===== src/regex_literal_escaper_macros.svh =====
// assertion helpers for the regex literal escaper
`ifndef REGEX_LITERAL_ESCAPER_MACROS_SVH
`define REGEX_LITERAL_ESCAPER_MACROS_SVH

`ifndef SYNTHESIS
// implication checked on every rising clock edge outside reset
`define RLESC_ASSERT_IMPL(lbl, ante, cons) \
  lbl: assert property (@(posedge clk) disable iff (rst) (ante) |-> (cons)) \
    else $error("rlesc check failed");
// condition that must never hold outside reset
`define RLESC_ASSERT_NEVER(lbl, cond) \
  lbl: assert property (@(posedge clk) disable iff (rst) !(cond)) \
    else $error("rlesc forbidden condition");
`else
`define RLESC_ASSERT_IMPL(lbl, ante, cons)
`define RLESC_ASSERT_NEVER(lbl, cond)
`endif

`endif


===== src/rlesc_pkg.sv =====
`timescale 1ns / 1ps
`default_nettype none
package rlesc_pkg;

  typedef struct packed {
    logic [7:0] in_byte;
    logic       first_byte;
    logic       last_byte;
  } in_word_t;

  typedef struct packed {
    logic [7:0] out_char;
    logic       run_end;
    logic       pattern_end;
  } out_word_t;

  localparam int unsigned MaxChars = 6;

  localparam logic [7:0] PrintLow  = 8'h20;
  localparam logic [7:0] PrintHigh = 8'h7e;

  localparam logic [7:0] ChBackslash = 8'h5c;
  localparam logic [7:0] ChBar       = 8'h7c;
  localparam logic [7:0] ChLParen    = 8'h28;
  localparam logic [7:0] ChRParen    = 8'h29;
  localparam logic [7:0] ChStar      = 8'h2a;
  localparam logic [7:0] ChPlus      = 8'h2b;
  localparam logic [7:0] ChDot       = 8'h2e;
  localparam logic [7:0] ChSlash     = 8'h2f;
  localparam logic [7:0] ChHash      = 8'h23;
  localparam logic [7:0] ChDollar    = 8'h24;
  localparam logic [7:0] ChQuestion  = 8'h3f;
  localparam logic [7:0] ChLBracket  = 8'h5b;
  localparam logic [7:0] ChRBracket  = 8'h5d;
  localparam logic [7:0] ChCaret     = 8'h5e;
  localparam logic [7:0] ChLBrace    = 8'h7b;
  localparam logic [7:0] ChRBrace    = 8'h7d;

  localparam logic [7:0] ChNewline = 8'h0a;
  localparam logic [7:0] ChReturn  = 8'h0d;
  localparam logic [7:0] ChTab     = 8'h09;
  localparam logic [7:0] ChLowerN  = 8'h6e;
  localparam logic [7:0] ChLowerR  = 8'h72;
  localparam logic [7:0] ChLowerT  = 8'h74;
  localparam logic [7:0] ChLowerX  = 8'h78;
  localparam logic [7:0] ChZero    = 8'h30;
  localparam logic [7:0] ChLowerA  = 8'h61;

endpackage
`default_nettype wire


===== src/regex_literal_escaper.sv =====
`timescale 1ns / 1ps
`default_nettype none
// Escapes a literal pattern one byte at a time into regex-safe text, one character per
// output word. An input word expands to 1 to 6 characters: one for a plain printable
// byte, two for a metacharacter or \n \r \t, four for a \xhh escape, plus one for each
// anchor when anchor_mode is set and the byte is first or last. The block sends one
// character per cycle while the receiver is ready; the next item is taken in the cycle the
// previous one's last character moves to the output register. An accepted input word is
// expanded into the holding stage, and its characters move from there to the output
// register. anchor_mode is written through the cfg channel, which is always ready, and is
// sampled when an input word is accepted.
`include "regex_literal_escaper_macros.svh"
module regex_literal_escaper (
  input  wire logic               clk,
  input  wire logic               rst,
  input  wire logic               cfg_valid,
  output logic                    cfg_ready,
  input  wire logic               cfg_data,
  input  wire logic               in_valid,
  output logic                    in_ready,
  input  wire rlesc_pkg::in_word_t  in_data,
  output logic                    out_valid,
  input  wire logic               out_ready,
  output rlesc_pkg::out_word_t    out_data
);

  logic anchor_mode;

  // expansion of the incoming byte
  logic [7:0] x_chars [rlesc_pkg::MaxChars];
  logic [2:0] x_cnt;

  // holding stage: one expanded item, walked by idx
  logic       hold_valid;
  logic [7:0] hold_chars [rlesc_pkg::MaxChars];
  logic [2:0] hold_cnt;
  logic       hold_last;
  logic [2:0] idx;

  logic load_out;
  logic hold_done;
  logic in_fire;

  function automatic logic is_meta(input logic [7:0] c);
    logic r;
    r = 1'b0;
    case (c) inside
      rlesc_pkg::ChBackslash, rlesc_pkg::ChBar, rlesc_pkg::ChLParen, rlesc_pkg::ChRParen,
      rlesc_pkg::ChStar, rlesc_pkg::ChPlus, rlesc_pkg::ChDot, rlesc_pkg::ChSlash,
      rlesc_pkg::ChHash, rlesc_pkg::ChDollar, rlesc_pkg::ChQuestion,
      rlesc_pkg::ChLBracket, rlesc_pkg::ChRBracket, rlesc_pkg::ChCaret,
      rlesc_pkg::ChLBrace, rlesc_pkg::ChRBrace: r = 1'b1;
      default: r = 1'b0;
    endcase
    return r;
  endfunction

  function automatic logic [7:0] hex_digit(input logic [3:0] v);
    logic [7:0] r;
    if (v < 4'd10) begin
      r = rlesc_pkg::ChZero + {4'd0, v};
    end else begin
      r = rlesc_pkg::ChLowerA + {4'd0, v} - 8'd10;
    end
    return r;
  endfunction

  always_comb begin
    logic [2:0] pos;
    logic [7:0] b;
    pos = 3'd0;
    b = in_data.in_byte;
    for (int i = 0; i < rlesc_pkg::MaxChars; i++) begin
      x_chars[i] = 8'd0;
    end
    if (anchor_mode && in_data.first_byte) begin
      x_chars[pos] = rlesc_pkg::ChCaret;
      pos = pos + 3'd1;
    end
    if (b >= rlesc_pkg::PrintLow && b <= rlesc_pkg::PrintHigh) begin
      if (is_meta(b)) begin
        x_chars[pos] = rlesc_pkg::ChBackslash;
        pos = pos + 3'd1;
      end
      x_chars[pos] = b;
      pos = pos + 3'd1;
    end else if (b == rlesc_pkg::ChNewline || b == rlesc_pkg::ChReturn ||
                 b == rlesc_pkg::ChTab) begin
      x_chars[pos] = rlesc_pkg::ChBackslash;
      pos = pos + 3'd1;
      if (b == rlesc_pkg::ChNewline) begin
        x_chars[pos] = rlesc_pkg::ChLowerN;
      end else if (b == rlesc_pkg::ChReturn) begin
        x_chars[pos] = rlesc_pkg::ChLowerR;
      end else begin
        x_chars[pos] = rlesc_pkg::ChLowerT;
      end
      pos = pos + 3'd1;
    end else begin
      x_chars[pos] = rlesc_pkg::ChBackslash;
      x_chars[pos + 3'd1] = rlesc_pkg::ChLowerX;
      x_chars[pos + 3'd2] = hex_digit(b[7:4]);
      x_chars[pos + 3'd3] = hex_digit(b[3:0]);
      pos = pos + 3'd4;
    end
    if (anchor_mode && in_data.last_byte) begin
      x_chars[pos] = rlesc_pkg::ChDollar;
      pos = pos + 3'd1;
    end
    x_cnt = pos;
  end

  assign cfg_ready = 1'b1;
  assign load_out  = hold_valid && (!out_valid || out_ready);
  assign hold_done = load_out && (idx == hold_cnt - 3'd1);
  assign in_ready  = !hold_valid || hold_done;
  assign in_fire   = in_valid && in_ready;

  always_ff @(posedge clk) begin
    if (rst) begin
      anchor_mode <= 1'b0;
    end else if (cfg_valid) begin
      anchor_mode <= cfg_data;
    end
  end

  always_ff @(posedge clk) begin
    if (rst) begin
      hold_valid <= 1'b0;
      idx        <= 3'd0;
    end else if (in_fire) begin
      hold_valid <= 1'b1;
      idx        <= 3'd0;
    end else if (hold_done) begin
      hold_valid <= 1'b0;
      idx        <= 3'd0;
    end else if (load_out) begin
      idx <= idx + 3'd1;
    end
  end

  always_ff @(posedge clk) begin
    if (in_fire) begin
      hold_chars <= x_chars;
      hold_cnt   <= x_cnt;
      hold_last  <= in_data.last_byte;
    end
  end

  // output register, one character per word
  always_ff @(posedge clk) begin
    if (rst) begin
      out_valid <= 1'b0;
    end else if (load_out) begin
      out_valid <= 1'b1;
    end else if (out_ready) begin
      out_valid <= 1'b0;
    end
  end

  always_ff @(posedge clk) begin
    if (load_out) begin
      out_data.out_char    <= hold_chars[idx];
      out_data.run_end     <= (idx == hold_cnt - 3'd1);
      out_data.pattern_end <= (idx == hold_cnt - 3'd1) && hold_last;
    end
  end

  `RLESC_ASSERT_IMPL(a_idx_in_range, hold_valid, idx < hold_cnt)
  `RLESC_ASSERT_IMPL(a_cnt_range, hold_valid, hold_cnt >= 3'd1 && hold_cnt <= 3'd6)
  `RLESC_ASSERT_IMPL(a_take_only_when_done, in_fire && hold_valid, hold_done)
  `RLESC_ASSERT_NEVER(a_pend_without_rend,
      out_valid && out_data.pattern_end && !out_data.run_end)
  `RLESC_ASSERT_IMPL(a_done_sends_run_end, hold_done, ##1 (out_valid && out_data.run_end))

endmodule
`default_nettype wire


===== config.mk =====
export PLATFORM = sky130hd
export DESIGN_NAME = regex_literal_escaper
export DESIGN_NICKNAME = d
export VERILOG_FILES = /design/src/rlesc_pkg.sv /design/src/regex_literal_escaper.sv
export VERILOG_INCLUDE_DIRS = /design/src /design/src/src
export SDC_FILE = /design/constraint.sdc
export NUM_CORES = 1
export LEC_CHECK = 0
export BUFFER_PORTS_ARGS = -buffer_cell sky130_fd_sc_hd__buf_2
export CORE_MARGIN = 5
export CORE_UTILIZATION = 60
export DETAILED_ROUTE_END_ITERATION = 8
export PLACE_DENSITY = 0.8
export SETUP_SLACK_MARGIN = 0.02
export SKIP_LAST_GASP = 1
export SLEW_MARGIN = 20
export SYNTH_ARGS = -nofsm -noshare
export SYNTH_HDL_FRONTEND = slang
export SYNTH_SLANG_ARGS = --single-unit

===== constraint.sdc =====
create_clock -name clk -period 5.47 [get_ports clk]
set_input_delay 0 -clock clk [delete_from_list [all_inputs] [get_ports clk]]
set_output_delay 0 -clock clk [all_outputs]
set_load 0.005 [all_outputs]

# --- Word-level counts from Yosys, hierarchy flattened ---
# Index checks and enable logic that the tools add are counted.
op_classes:
  add_sub_neg: 15
  magnitude_cmp: 17
  eq_ne: 20
  n_mux: 44
  bitwise_logic: 25
  reduce_logical: 23
op_table:
  columns: ["cell", "n"]
  rows:
  - ["two-way mux 48 bit", 7]
  - ["bitwise mux 48 bit", 3]
  - ["demux 8 bit (select 3 bit)", 6]
  - ["two-way mux 8 bit", 14]
  - ["inverter 24 bit", 4]
  - ["bitwise OR 24 bit", 4]
  - ["bitwise AND 24 bit", 3]
  - ["== test 8 x 6 -> 1 bit, second input constant", 9]
  - ["== test 8 x 7 -> 1 bit, second input constant", 7]
  - ["bitwise AND 36 bit", 1]
  - ["inverter 36 bit", 1]
  - ["bitwise OR 30 bit", 1]
  - ["greater-or-equal comparator 4 bit, second input constant", 7]
  - ["inverter 3 -> 4 bit", 7]
  - ["bitwise AND 23 x 24 -> 24 bit", 1]
  - ["binary-select mux 8 bit (select 3 bit)", 1]
  - ["== test 8 x 4 -> 1 bit, second input constant", 3]
  - ["less-than comparator 4 x 1 -> 1 bit, second input constant", 6]
  - ["bitwise AND 18 bit", 1]
  - ["inverter 18 bit", 1]
  - ["adder 7 x 4 -> 8 bit, first input constant", 2]
  - ["OR reduction 16 bit", 1]
  - ["subtractor 8 x 4 -> 8 bit, second input constant", 2]
  - ["adder 3 x 1 -> 3 bit, second input constant", 5]
  - ["other kinds (17)", 47]
word_totals:
  register_bits: 68
  in_bits: 16
  elab_cells: 159

# --- Longest topological paths before layout ---
# Gate-level depths: netlist of the first run.
depth:
  depth_word: 16
  mapped_depth: 15
  depth_no_buf: 14

# --- Worst setup path before layout of the first run ---
# OpenSTA, ideal clock, no wires.
synth_timing:
  kind: "reg2reg"
  start: "reg hold_cnt[0]"
  end: "reg hold_chars[10] in the netlist's numbering, enable pin"
  setup_ns: 0.460
  t_arrival_ns: 3.453
  slack_ns: 1.557
  stages_incl_launch_ff: 7
  synth_period_minus_slack_ns: 3.913
  cell_sequence: "edfxtp_1 > inv_1 > ha_1 > xor3_1 > nor3_1 > nand2_1 > a21oi_1"
synth_between:
  elab_chain_cells: 5
synth_lines:
  columns: ["element", "line", "text"]
  rows:
  - ["start, declared", "regex_literal_escaper.sv:36", "logic [2:0] hold_cnt;"]
  - ["start signal, assigned", "regex_literal_escaper.sv:145", "hold_cnt <= x_cnt;"]
  - ["subtractor 3 x 1 -> 3 bit", "regex_literal_escaper.sv:115", "assign hold_done = load_out && (idx == hold_cnt - 3'd1);"]
  - ["== test 3 bit", "regex_literal_escaper.sv:115", null]
  - ["logical AND 1 bit", "regex_literal_escaper.sv:115", null]
  - ["logical OR 1 bit", "regex_literal_escaper.sv:116", "assign in_ready = !hold_valid || hold_done;"]
  - ["logical AND 1 bit", "regex_literal_escaper.sv:117", "assign in_fire = in_valid && in_ready;"]
  - ["named net in_fire", "regex_literal_escaper.sv:42", "logic in_fire;"]
  - ["end signal, assigned", "regex_literal_escaper.sv:144", "hold_chars <= x_chars;"]
  - ["end, declared", "regex_literal_escaper.sv:35", "logic [7:0] hold_chars [rlesc_pkg::MaxChars];"]
# The timed path passes the listed nets, and every way through them passes these cells.
# A chain may end at the register's enable or synchronous reset.

# --- Final worst setup path of the first run ---
layout_timing:
  start: "in in_data[2] in the netlist's numbering"
  end: "reg hold_cnt[1], data pin"
layout_between:
  elab_chain_cells: 10
layout_lines:
  columns: ["element", "line", "text"]
  rows:
  - ["start, declared", "regex_literal_escaper.sv:21", "input wire rlesc_pkg::in_word_t in_data,"]
  - ["== test 8 x 7 -> 1 bit / == test 8 x 6 -> 1 bit (equally long branches)", "regex_literal_escaper.sv:81", "if (is_meta(b)) begin"]
  - ["OR reduction 16 bit", "regex_literal_escaper.sv:47", "case (c) inside"]
  - ["two-way mux 1 bit", "regex_literal_escaper.sv:47", null]
  - ["two-way mux 1 bit", "regex_literal_escaper.sv:80", "if (b >= rlesc_pkg::PrintLow && b <= rlesc_pkg::PrintHigh) begin"]
  - ["two-way mux 3 bit", "regex_literal_escaper.sv:81", null]
  - ["two-way mux 3 bit", "regex_literal_escaper.sv:80", null]
  - ["adder 3 x 1 -> 3 bit", "regex_literal_escaper.sv:86", "pos = pos + 3'd1;"]
  - ["two-way mux 3 bit (*)", "regex_literal_escaper.sv:80", null]
  - ["adder 3 x 1 -> 3 bit", "regex_literal_escaper.sv:108", "pos = pos + 3'd1;"]
  - ["two-way mux 3 bit (*)", "regex_literal_escaper.sv:106", "if (anchor_mode && in_data.last_byte) begin"]
  - ["named net x_cnt[1]", "regex_literal_escaper.sv:31", "logic [2:0] x_cnt;"]
# Mark *: on every way through the listed nets, which the timed path passes. The rest lies on a longest branch. The select of a mux whose other input is x is not followed.

==> results of run 1 <==
-- registers in the layout, indices dropped and copies added (netlist names) --
name	cells
out_data	10
hold_chars	40
out_valid	1
hold_valid	1
hold_last	1
hold_cnt	3
anchor_mode	1
idx	3
-- final cells by class --
class / count / share of cell area [%]
Clock buffer: 10 / 3.137
Clock inverter: 6 / 1.937
Inverter: 22 / 2.030
Multi-Input combinational cell: 246 / 42.44
Sequential cell: 60 / 42.80
Tap cell: 75 / 2.306
Timing Repair Buffer: 36 / 5.351
-- kinds of logic after synthesis --
logic type / count (synthesis) / share of synthesized area, %
multiplexers: 15 / 6.956
XOR/XNOR: 9 / 2.583
other: 2 / 0.2067
AND/OR/NAND/NOR: 107 / 14.91
buffers and inverters: 44 / 5.165
flip-flops: 60 / 47.93
adder cells (fa/ha/maj): 17 / 5.854
AO/OA/AOI/OAI: 93 / 16.39
-- per-stage QoR --
step | hold slack [ns] | instances | util [%] | area [µm²]
finish | 0.1302 | 455 | 68.72 | 4069
global placement | 0.2091 | 433 | 64.22 | 3802
floorplan | 0.06907 | 350 | - | 3645
detailed placement | 0.2120 | 433 | 64.22 | 3802
CTS | 0.09867 | 455 | 68.72 | 4069
global route | 0.1215 | 455 | 68.72 | 4069
-- synthesized netlist by cell type (3+ instances only) --
| master | n |
|---|---|
| sky130_fd_sc_hd__buf_2 | 5 |
| sky130_fd_sc_hd__or3_1 | 4 |
| sky130_fd_sc_hd__inv_1 | 22 |
| sky130_fd_sc_hd__nor2_1 | 21 |
| sky130_fd_sc_hd__nor3_1 | 13 |
| sky130_fd_sc_hd__a31oi_1 | 4 |
| sky130_fd_sc_hd__nor2b_1 | 4 |
| sky130_fd_sc_hd__a31o_2 | 3 |
| sky130_fd_sc_hd__ha_1 | 17 |
| sky130_fd_sc_hd__mux4_2 | 8 |
| sky130_fd_sc_hd__dfxtp_1 | 6 |
| sky130_fd_sc_hd__clkbuf_1 | 11 |
| sky130_fd_sc_hd__a21oi_1 | 28 |
| sky130_fd_sc_hd__xnor2_1 | 6 |
| sky130_fd_sc_hd__a211oi_1 | 9 |
| sky130_fd_sc_hd__o22ai_1 | 4 |
| sky130_fd_sc_hd__nand2_1 | 23 |
| sky130_fd_sc_hd__nand2b_1 | 4 |
| sky130_fd_sc_hd__o21ai_0 | 25 |
| sky130_fd_sc_hd__mux2i_1 | 5 |
| sky130_fd_sc_hd__nand3_1 | 22 |
| sky130_fd_sc_hd__edfxtp_1 | 54 |
| sky130_fd_sc_hd__o2bb2ai_1 | 3 |
-- power by group through the flow --
stage                     combinational (mW)  clock (mW)  sequential (mW)
after detailed placement               0.160           0            0.562
after global placement                 0.157           0            0.561
after global routing                   0.186       0.445            0.556
after floorplan                        0.118           0            0.557
after CTS                              0.165       0.423            0.553
final                                  0.168       0.412            0.552
-- layer usage --
layer	track usage [%]	part of all wire, %	up-vias
li1	-	-	1340
met3	3.951	5.3	26
met2	36.99	47	113
met4	10.74	4.1	0
met5	0	0	-
met1	32.97	43	1355
-- how the worst max path moves through the flow --
stage	start	end	slack [ns]	cells after the start
floorplan	hold_cnt[0]	hold_chars[10]	1.56	6
global placement	in_data[2]	hold_cnt[1]	2.13	14
detailed placement	in_data[2]	hold_cnt[1]	2.05	14
CTS	in_data[2]	hold_cnt[1]	2.41	14
global route	in_data[2]	hold_cnt[1]	2.13	14
finish	in_data[2]	hold_cnt[1]	2.32	14
==> impl_results.html, run 1 <==
<table>
<tr><th>Metric</th><th>Value</th></tr>
<tr><th colspan="2">Outcome</th></tr>
<tr><td>Result of the run</td><td>finished clean</td></tr>
<tr><th colspan="2">Placement</th></tr>
<tr><td>Routability cong.</td><td>between 0.9 and 1</td></tr>
<tr><td>Placed wire-length estimate after detailed placement</td><td>5986 µm</td></tr>
<tr><td>Pre-CTS setup slack</td><td>2.051 ns</td></tr>
<tr><td>Number of buffers added on ports</td><td>27</td></tr>
<tr><th colspan="2">Synth</th></tr>
<tr><td>Unique cell type count in the Yosys netlist</td><td>55</td></tr>
<tr><td>Top cell type's share of synthesized area</td><td>about 45%</td></tr>
<tr><td>Async set or reset register ratio after synthesis</td><td>0%</td></tr>
<tr><td>Top cells by area, synth</td><td>sky130_fd_sc_hd__edfxtp_1 (45%), sky130_fd_sc_hd__ha_1 (5.9%), sky130_fd_sc_hd__mux4_2 (5.0%), sky130_fd_sc_hd__a21oi_1 (3.9%), sky130_fd_sc_hd__o21ai_0 (3.4%)</td></tr>
<tr><td>Sequential element share of the synthesized area</td><td>between 40% and 50%</td></tr>
<tr><td>Predominant post-synthesis flop cell</td><td>sky130_fd_sc_hd__edfxtp_1</td></tr>
<tr><td>Warnings, synthesis</td><td>0</td></tr>
<tr><td>Yosys reg bits</td><td>60</td></tr>
<tr><td>Number of instances in the synthesized netlist</td><td>347</td></tr>
<tr><td>Cell Area, Synth</td><td>roughly 3600 µm²</td></tr>
<tr><td>Area leader, netlist</td><td>sky130_fd_sc_hd__edfxtp_1</td></tr>
<tr><td>Avg Synthesized Cell Area</td><td>approximately 10 µm²</td></tr>
<tr><td>Number of flops mapped to enable cells by yosys</td><td>54</td></tr>
<tr><th colspan="2">STA</th></tr>
<tr><td>RSZ-0062 raised after global routing</td><td>false</td></tr>
<tr><td>Final period demand of the worst path</td><td>3.153 ns</td></tr>
<tr><td>Top achievable clock speed</td><td>317.2 MHz</td></tr>
<tr><td>Worst path setup slack after routing</td><td>2.317 ns</td></tr>
<tr><td>Final period util</td><td>57.64%</td></tr>
<tr><td>Final setup violation count</td><td>0</td></tr>
<tr><td>Total Neg Setup Slack</td><td>0 ns</td></tr>
<tr><td>Hold Fails Final Rpt</td><td>0</td></tr>
<tr><td>Actual transition at the worst max-transition pin</td><td>0.9206 ns</td></tr>
<tr><td>Tightest slew margin relative to the limit</td><td>38.56%</td></tr>
<tr><td>Final count of pins violating max slew</td><td>0</td></tr>
<tr><td>Final Skew</td><td>about 0.0063 ns</td></tr>
<tr><th colspan="2">Pwr</th></tr>
<tr><td>Net switching power of the design</td><td>~0.28 mW</td></tr>
<tr><td>Power density relative to cell area</td><td>278.3 nW/µm²</td></tr>
<tr><td>VDD IR max</td><td>0.2005 mV</td></tr>
<tr><td>Leakage power</td><td>1.502 nW</td></tr>
<tr><td>Switching share of power</td><td>24.29%</td></tr>
<tr><td>Post-route total power</td><td>1.132 mW</td></tr>
<tr><td>Proportion of power drawn by combinational gates</td><td>14.8%</td></tr>
<tr><td>Flop pwr share</td><td>a little under 50%</td></tr>
<tr><td>Clk pwr share</td><td>36.4%</td></tr>
<tr><td>Int Power</td><td>0.8574 mW</td></tr>
<tr><th colspan="2">Global route</th></tr>
<tr><td>Antenna violations before repair</td><td>0</td></tr>
<tr><td>First-pass GRT wire length</td><td>14,010 µm</td></tr>
<tr><td>Number of global-route vias before repair</td><td>2,692</td></tr>
<tr><td>Pin count of the biggest net entering global routing</td><td>45</td></tr>
<tr><td>Global-route total usage across every layer</td><td>between 20% and 30%</td></tr>
<tr><td>Total gr overflow</td><td>0</td></tr>
<tr><th colspan="2">Worst setup path</th></tr>
<tr><td>Worst path slowest cell</td><td>sky130_fd_sc_hd__ha_1</td></tr>
<tr><td>Largest fanout of any net on the critical path</td><td>12</td></tr>
<tr><td>Launching element type of the critical path</td><td>input port</td></tr>
<tr><td>Worst reg-to-reg path cell count</td><td>9</td></tr>
<tr><td>Worst Path Buf+Inv</td><td>4</td></tr>
<tr><td>Arrival time at the worst endpoint</td><td>3.24 ns</td></tr>
<tr><td>Crit-path cells</td><td>buf_2 -&gt; inv_1 -&gt; ha_1 -&gt; or2_2 -&gt; a21oi_1 -&gt; o21ai_0 -&gt; a221oi_1 -&gt; nor3_1 -&gt; ha_1 -&gt; inv_1 -&gt; a21oi_2 -&gt; inv_1 -&gt; ha_1 -&gt; mux2_2</td></tr>
<tr><td>Critical register-to-register path startpoint</td><td>anchor_mode</td></tr>
<tr><td>Terminus of the critical flop-to-flop path</td><td>hold_cnt[1]</td></tr>
<tr><td>Top delay family on crit path</td><td>adder cells</td></tr>
<tr><td>R2R Setup Slk</td><td>between 2 and 3 ns</td></tr>
<tr><td>Path type of the worst setup path</td><td>input port to flip-flop</td></tr>
<tr><td>Worst setup EP type</td><td>flip-flop</td></tr>
<tr><td>Largest stage delay, worst path</td><td>roughly 0.54 ns</td></tr>
<tr><td>Required @ worst endpoint</td><td>5.55 ns</td></tr>
<tr><th colspan="2">Die</th></tr>
<tr><td>DIE HEIGHT</td><td>87.82 µm</td></tr>
<tr><td>Floorplan die area</td><td>7712 µm²</td></tr>
<tr><td>Ports</td><td>29</td></tr>
<tr><td>Initial Util</td><td>61.37%</td></tr>
<tr><td>Standard-cell rows</td><td>28</td></tr>
<tr><td>Core region area</td><td>about 5900 µm²</td></tr>
<tr><td>Horiz. Die Dim</td><td>87.82 µm</td></tr>
<tr><th colspan="2">Route</th></tr>
<tr><td>Remaining routing DRC violations</td><td>0</td></tr>
<tr><td>Final wirelength</td><td>8492 µm</td></tr>
<tr><td>Total iterations of the first detailed-routing run</td><td>5</td></tr>
<tr><td>WL/cell</td><td>18.66 µm</td></tr>
<tr><td>Initial DRC count</td><td>242</td></tr>
<tr><td>Detailed-route vias per instance</td><td>6.229</td></tr>
<tr><td>Remaining antenna violation count</td><td>0</td></tr>
<tr><td>Routed via count</td><td>2,834</td></tr>
<tr><th colspan="2">Cells and area</th></tr>
<tr><td>Leading cell types in the layout, fill and taps excluded</td><td>sky130_fd_sc_hd__edfxtp_1 (54), sky130_fd_sc_hd__a21oi_1 (27), sky130_fd_sc_hd__buf_2 (27)</td></tr>
<tr><td>Area delta synth-&gt;final</td><td>11.98%</td></tr>
<tr><td>Leading cell type in the layout, fill and taps excluded</td><td>sky130_fd_sc_hd__edfxtp_1</td></tr>
<tr><td>Final nets</td><td>between 400 and 500</td></tr>
<tr><td>Sequential standard cell area</td><td>approximately 1700 µm²</td></tr>
<tr><td>Fillcell total</td><td>427</td></tr>
<tr><td>Share of final-layout standard cells stronger than drive strength 1</td><td>18.16%</td></tr>
<tr><td>Total area of multi-input combinational cells</td><td>about 1700 µm²</td></tr>
<tr><td>Ant. Diodes</td><td>0</td></tr>
<tr><th colspan="2">Hold path</th></tr>
<tr><td>Hold-critical path endpoint</td><td>hold_chars[16]</td></tr>
<tr><td>Startpoint of the lowest-slack hold path</td><td>in_data[2]</td></tr>
<tr><td>Min-Delay Path Depth</td><td>2</td></tr>
<tr><td>Path category of the worst min-delay check</td><td>input port to flip-flop</td></tr>
<tr><th colspan="2">Clocking</th></tr>
<tr><td>Post-CTS repair timing setup buffer count</td><td>0</td></tr>
<tr><td>CTS tree</td><td>built</td></tr>
<tr><td>Number of gates resized after cts</td><td>0</td></tr>
<tr><td>Sink count of the clock tree</td><td>60</td></tr>
<tr><td>Deepest clock path buffer count</td><td>2</td></tr>
<tr><td>TritonCTS buffer count</td><td>9</td></tr>
<tr><td>Clk Tree Root Cell</td><td>sky130_fd_sc_hd__clkbuf_8</td></tr>
<tr><td>Clock latency at the later pin of the worst-skew pair</td><td>0.33 ns</td></tr>
<tr><td>H-Tree Level Count</td><td>3</td></tr>
<tr><td>Hold-fix buffer count after cts</td><td>6</td></tr>
<tr><td>Clock-pin slew on the worst setup and hold paths</td><td>around 0.07 ns</td></tr>
<tr><th colspan="2">Flow run</th></tr>
<tr><td>Reported max-cap violation count</td><td>0</td></tr>
</table>
Power figures use the tool's default switching activity.
==> inputs of run 2 (changes only) <==
--- a/config.mk
+++ b/config.mk
@@ -6,6 +6,7 @@
 export SDC_FILE = /design/constraint.sdc
 export NUM_CORES = 1
 export LEC_CHECK = 0
+export ABC_AREA = 1
 export BUFFER_PORTS_ARGS = -buffer_cell sky130_fd_sc_hd__buf_2
 export CORE_MARGIN = 5
 export CORE_UTILIZATION = 60
==> constraint.sdc (replaced) <==
create_clock -name clk -period 3 [get_ports clk]
set_input_delay 0 -clock clk [delete_from_list [all_inputs] [get_ports clk]]
set_output_delay 0 -clock clk [all_outputs]
set_load 0.005 [all_outputs]
==> run 2 against run 1 <==
Register-to-register slack got worse by 1.7 ns; via count rose by 16%; power rose by 93%; die area rose by 3.3%; hold slack got worse by 0.016 ns; highest routed layer unchanged; non-clock buffer count rose by 3; clock skew rose by 0.0039 ns; critical path type unchanged; synthesized cell count rose by 36%; cell count rose by 29%; first-iteration DRC count rose by 0.41%; global-route usage rose by 1.2 points.
==> impl_results.html, run 2 <==
<table>
<tr><th>Metric</th><th>Value</th></tr>
<tr><th colspan="2">Outcome</th></tr>
<tr><td>Result of the run</td><td>finished clean</td></tr>
<tr><th colspan="2">Pwr</th></tr>
<tr><td>Leakage power</td><td>between 1.5 and 2 nW</td></tr>
<tr><td>VDD IR max</td><td>0.3527 mV</td></tr>
<tr><td>Power density relative to cell area</td><td>511.7 nW/µm²</td></tr>
<tr><th colspan="2">Synth</th></tr>
<tr><td>Unique cell type count in the Yosys netlist</td><td>36</td></tr>
<tr><td>Most used standard cell by instance count after synthesis</td><td>sky130_fd_sc_hd__nand2_1</td></tr>
<tr><td>Mux cell area share after synthesis</td><td>0%</td></tr>
<tr><td>Sequential element share of the synthesized area</td><td>46.22%</td></tr>
<tr><td>Yosys reg bits</td><td>60</td></tr>
<tr><td>Number of instances in the synthesized netlist</td><td>472</td></tr>
<tr><td>Synthesized-area fraction occupied by adder cells</td><td>5.644%</td></tr>
<tr><td>Top cells by area, synth</td><td>sky130_fd_sc_hd__edfxtp_1 (43%), sky130_fd_sc_hd__nand2_1 (13%), sky130_fd_sc_hd__inv_1 (5.9%), sky130_fd_sc_hd__ha_1 (5.6%), sky130_fd_sc_hd__nand3_1 (5.6%)</td></tr>
<tr><td>Predominant post-synthesis flop cell</td><td>sky130_fd_sc_hd__edfxtp_1</td></tr>
<tr><td>Async set or reset register ratio after synthesis</td><td>0%</td></tr>
<tr><td>Number of flops mapped to enable cells by yosys</td><td>54</td></tr>
<tr><td>Top cell type's share of synthesized area</td><td>between 40% and 50%</td></tr>
<tr><td>Most numerous cell types in the synthesized netlist</td><td>sky130_fd_sc_hd__nand2_1 (127), sky130_fd_sc_hd__inv_1 (59), sky130_fd_sc_hd__edfxtp_1 (54), sky130_fd_sc_hd__nor2_1 (49), sky130_fd_sc_hd__nand3_1 (42)</td></tr>
<tr><td>Cell Area, Synth</td><td>3769 µm²</td></tr>
<tr><td>Main combinational cell family by area after synthesis</td><td>simple AND/OR/NAND/NOR gates</td></tr>
<tr><td>Warnings, synthesis</td><td>0</td></tr>
<tr><td>XOR/XNOR Fraction of Synth Area</td><td>1.162%</td></tr>
<tr><td>Avg Synthesized Cell Area</td><td>roughly 8.0 µm²</td></tr>
<tr><td>Complex-gate fraction of the synthesized area</td><td>10.56%</td></tr>
<tr><td>Area leader, netlist</td><td>sky130_fd_sc_hd__edfxtp_1</td></tr>
<tr><td>Synthesized-area fraction occupied by and/or/nand/nor cells</td><td>around 28%</td></tr>
<tr><th colspan="2">STA</th></tr>
<tr><td>Hold Fails Final Rpt</td><td>0</td></tr>
<tr><td>Tightest slew margin relative to the limit</td><td>a little over half</td></tr>
<tr><td>Final Skew</td><td>0.01013 ns</td></tr>
<tr><td>RSZ-0062 raised after global routing</td><td>false</td></tr>
<tr><td>Final period util</td><td>77.87%</td></tr>
<tr><td>Final count of pins violating max slew</td><td>0</td></tr>
<tr><td>Total Neg Setup Slack</td><td>0 ns</td></tr>
<tr><td>Top achievable clock speed</td><td>roughly 430 MHz</td></tr>
<tr><td>Actual transition at the worst max-transition pin</td><td>0.6775 ns</td></tr>
<tr><td>Final setup violation count</td><td>0</td></tr>
<tr><td>Final period demand of the worst path</td><td>2.336 ns</td></tr>
<tr><th colspan="2">Worst setup path</th></tr>
<tr><td>Terminus of the critical flop-to-flop path</td><td>hold_chars[28]</td></tr>
<tr><td>Crit-path cells</td><td>buf_2 -&gt; inv_1 -&gt; o21ai_0 -&gt; o21ai_0 -&gt; o21ai_0 -&gt; nand2_1 -&gt; nand3_1 -&gt; nand2_1 -&gt; ha_1 -&gt; nand2_1 -&gt; inv_1 -&gt; nand3_2 -&gt; nand3_1 -&gt; inv_1 -&gt; nand2_1 -&gt; nand2_1</td></tr>
<tr><td>Critical register-to-register path startpoint</td><td>anchor_mode</td></tr>
<tr><td>Largest fanout of any net on the critical path</td><td>12</td></tr>
<tr><td>Startpoint of the most critical setup path</td><td>in_data[4]</td></tr>
<tr><td>Path type of the worst setup path</td><td>input port to flip-flop</td></tr>
<tr><td>Launching element type of the critical path</td><td>input port</td></tr>
<tr><td>Worst setup EP type</td><td>flip-flop</td></tr>
<tr><td>Worst path slowest cell</td><td>sky130_fd_sc_hd__ha_1</td></tr>
<tr><td>R2R Setup Slk</td><td>about 0.83 ns</td></tr>
<tr><td>Largest stage delay, worst path</td><td>0.48 ns</td></tr>
<tr><td>Arrival time at the worst endpoint</td><td>between 2 and 2.5 ns</td></tr>
<tr><td>Worst reg-to-reg path cell count</td><td>9</td></tr>
<tr><td>Required @ worst endpoint</td><td>3.09 ns</td></tr>
<tr><td>Cell occurring most often along the worst timing path</td><td>sky130_fd_sc_hd__nand2_1</td></tr>
<tr><th colspan="2">Cells and area</th></tr>
<tr><td>Biggest regs</td><td>hold_chars (40), out_data (10)</td></tr>
<tr><td>Fillcell total</td><td>470</td></tr>
<tr><td>Flip-flop count of the largest register, all copies and words added</td><td>40</td></tr>
<tr><td>Leading cell type in the layout, fill and taps excluded</td><td>sky130_fd_sc_hd__nand2_1</td></tr>
<tr><td>Final cell utilization of the core</td><td>a little under three quarters</td></tr>
<tr><td>Ant. Diodes</td><td>0</td></tr>
<tr><td>Final nets</td><td>approximately 540</td></tr>
<tr><td>Total area of multi-input combinational cells</td><td>1722 µm²</td></tr>
<tr><td>Area delta synth-&gt;final</td><td>13.61%</td></tr>
<tr><td>Share of final-layout standard cells stronger than drive strength 1</td><td>13.84%</td></tr>
<tr><td>Sequential standard cell area</td><td>approximately 1700 µm²</td></tr>
<tr><td>Number of standard cells in the final layout excluding fillers</td><td>588</td></tr>
<tr><td>Leading cell types in the layout, fill and taps excluded</td><td>sky130_fd_sc_hd__nand2_1 (127), sky130_fd_sc_hd__inv_1 (59), sky130_fd_sc_hd__edfxtp_1 (54)</td></tr>
<tr><td>Most flops, register</td><td>hold_chars</td></tr>
<tr><th colspan="2">Global route</th></tr>
<tr><td>Total gr overflow</td><td>0</td></tr>
<tr><td>Number of global-route vias before repair</td><td>between 3k and 4k</td></tr>
<tr><td>Global-route total usage across every layer</td><td>25.07%</td></tr>
<tr><td>Pin count of the biggest net entering global routing</td><td>45</td></tr>
<tr><td>Antenna violations before repair</td><td>0</td></tr>
<tr><td>First-pass GRT wire length</td><td>~15,000 µm</td></tr>
<tr><th colspan="2">Route</th></tr>
<tr><td>Remaining antenna violation count</td><td>0</td></tr>
<tr><td>Remaining routing DRC violations</td><td>0</td></tr>
<tr><td>Total iterations of the first detailed-routing run</td><td>5</td></tr>
<tr><td>Max Used Layer</td><td>met4</td></tr>
<tr><td>Detailed-route vias per instance</td><td>between 5 and 6</td></tr>
<tr><td>Routed via count</td><td>3,280</td></tr>
<tr><td>Total met2 wirelength after detailed routing</td><td>4561 µm</td></tr>
<tr><td>Met1 wire length</td><td>4044 µm</td></tr>
<tr><td>Final wirelength</td><td>9471 µm</td></tr>
<tr><td>Initial DRC count</td><td>243</td></tr>
<tr><td>Amount of wire on met3 after detailed routing</td><td>575 µm</td></tr>
<tr><td>WL/cell</td><td>16.11 µm</td></tr>
<tr><th colspan="2">Clocking</th></tr>
<tr><td>TritonCTS buffer count</td><td>9</td></tr>
<tr><td>Clk Tree Root Cell</td><td>sky130_fd_sc_hd__clkbuf_8</td></tr>
<tr><td>Clock latency at the later pin of the worst-skew pair</td><td>0.34 ns</td></tr>
<tr><td>CTS tree</td><td>built</td></tr>
<tr><td>Deepest clock path buffer count</td><td>2</td></tr>
<tr><td>Clock-pin slew on the worst setup and hold paths</td><td>0.07 ns</td></tr>
<tr><td>Post-CTS repair timing setup buffer count</td><td>0</td></tr>
<tr><td>H-Tree Level Count</td><td>3</td></tr>
<tr><td>Sink count of the clock tree</td><td>60</td></tr>
<tr><th colspan="2">Hold path</th></tr>
<tr><td>Path category of the worst min-delay check</td><td>input port to flip-flop</td></tr>
<tr><td>Min-Delay Path Depth</td><td>3</td></tr>
<tr><td>Startpoint of the lowest-slack hold path</td><td>in_data[2]</td></tr>
<tr><td>Hold-critical path endpoint</td><td>hold_chars[40]</td></tr>
<tr><th colspan="2">Die</th></tr>
<tr><td>Floorplan die area</td><td>7966 µm²</td></tr>
<tr><td>Ports</td><td>29</td></tr>
<tr><td>DIE HEIGHT</td><td>89.25 µm</td></tr>
<tr><td>Core region area</td><td>6026 µm²</td></tr>
<tr><td>Initial Util</td><td>~63%</td></tr>
<tr><td>Horiz. Die Dim</td><td>89.25 µm</td></tr>
<tr><td>Standard-cell rows</td><td>28</td></tr>
<tr><th colspan="2">Placement</th></tr>
<tr><td>Placed wire-length estimate after detailed placement</td><td>roughly 6900 µm</td></tr>
<tr><td>Number of buffers added on ports</td><td>27</td></tr>
<tr><td>Routability cong.</td><td>1.038</td></tr>
<tr><td>Placed cells</td><td>~570</td></tr>
<tr><th colspan="2">Flow run</th></tr>
<tr><td>Reported max-cap violation count</td><td>0</td></tr>
</table>
[run 2: area by class of cell]
type | instances | area share, %
inverters | 62 | 5.435
repair buffers | 39 | 5.903
multi-input cells | 336 | 40.21
clock inverters | 4 | 1.198
clock buffers | 12 | 4.383
well taps | 75 | 2.192
flip-flops and latches | 60 | 40.68
[run 2: timing repair]
action / CTS / global route
hold buffers: 6 / 0
hold endpoints to repair: 4 / 0
gates resized for setup: 0 / 0
[run 2: report_power, final]
part           switching, mW  internal [mW]
sequential            0.0222          0.985
combinational          0.227          0.120
clock                  0.329          0.507
[run 2: worst max-delay path: cells and delay by family]
family                     cells  cell delay (ns)
AOI/OAI and AO/OA              3             0.49
buffers and inverters          4             0.60
and+or+nand+nor                8             0.84
adders and majority gates      1             0.48
[run 2: routing by layer]
metal | up-vias | global-route usage (%)
li1 | 1622 | -
met1 | 1504 | 31.86
met2 | 132 | 42.20
met3 | 22 | 4.885
met4 | 0 | 9.743
met5 | - | 0
[run 2: cells by family (layout without fill, tap and decap cells)]
kind of cell	after synthesis	in the layout
other	2	5
buffers and inverters	79	117
flip-flops	60	60
adder cells (fa/ha/maj)	17	17
AO/OA/AOI/OAI	69	69
AND/OR/NAND/NOR	240	240
XOR/XNOR	5	5
[run 2: how the worst max path moves through the flow]
| stage | end | slack (ns) |
|---|---|---|
| after floorplan | hold_chars[10] | 0.16 |
| after global placement | hold_cnt[2] | 0.50 |
| after detailed placement | hold_cnt[2] | 0.38 |
| after CTS | hold_cnt[2] | 0.73 |
| after global routing | hold_chars[26] | 0.33 |
| final | hold_chars[26] | 0.66 |
[run 2: through the flow]
step                      power, mW  setup slack, ns  hold slack [ns]  cell area (µm²)
after floorplan               1.254           0.1608          0.06907             3784
after global placement        1.352           0.5015           0.1903             3983
after detailed placement      1.358           0.3836           0.1918             3983
after CTS                     2.181           0.7295           0.1068             4282
after global routing          2.275           0.3333           0.1311             4282
final                         2.191           0.6639           0.1138             4282
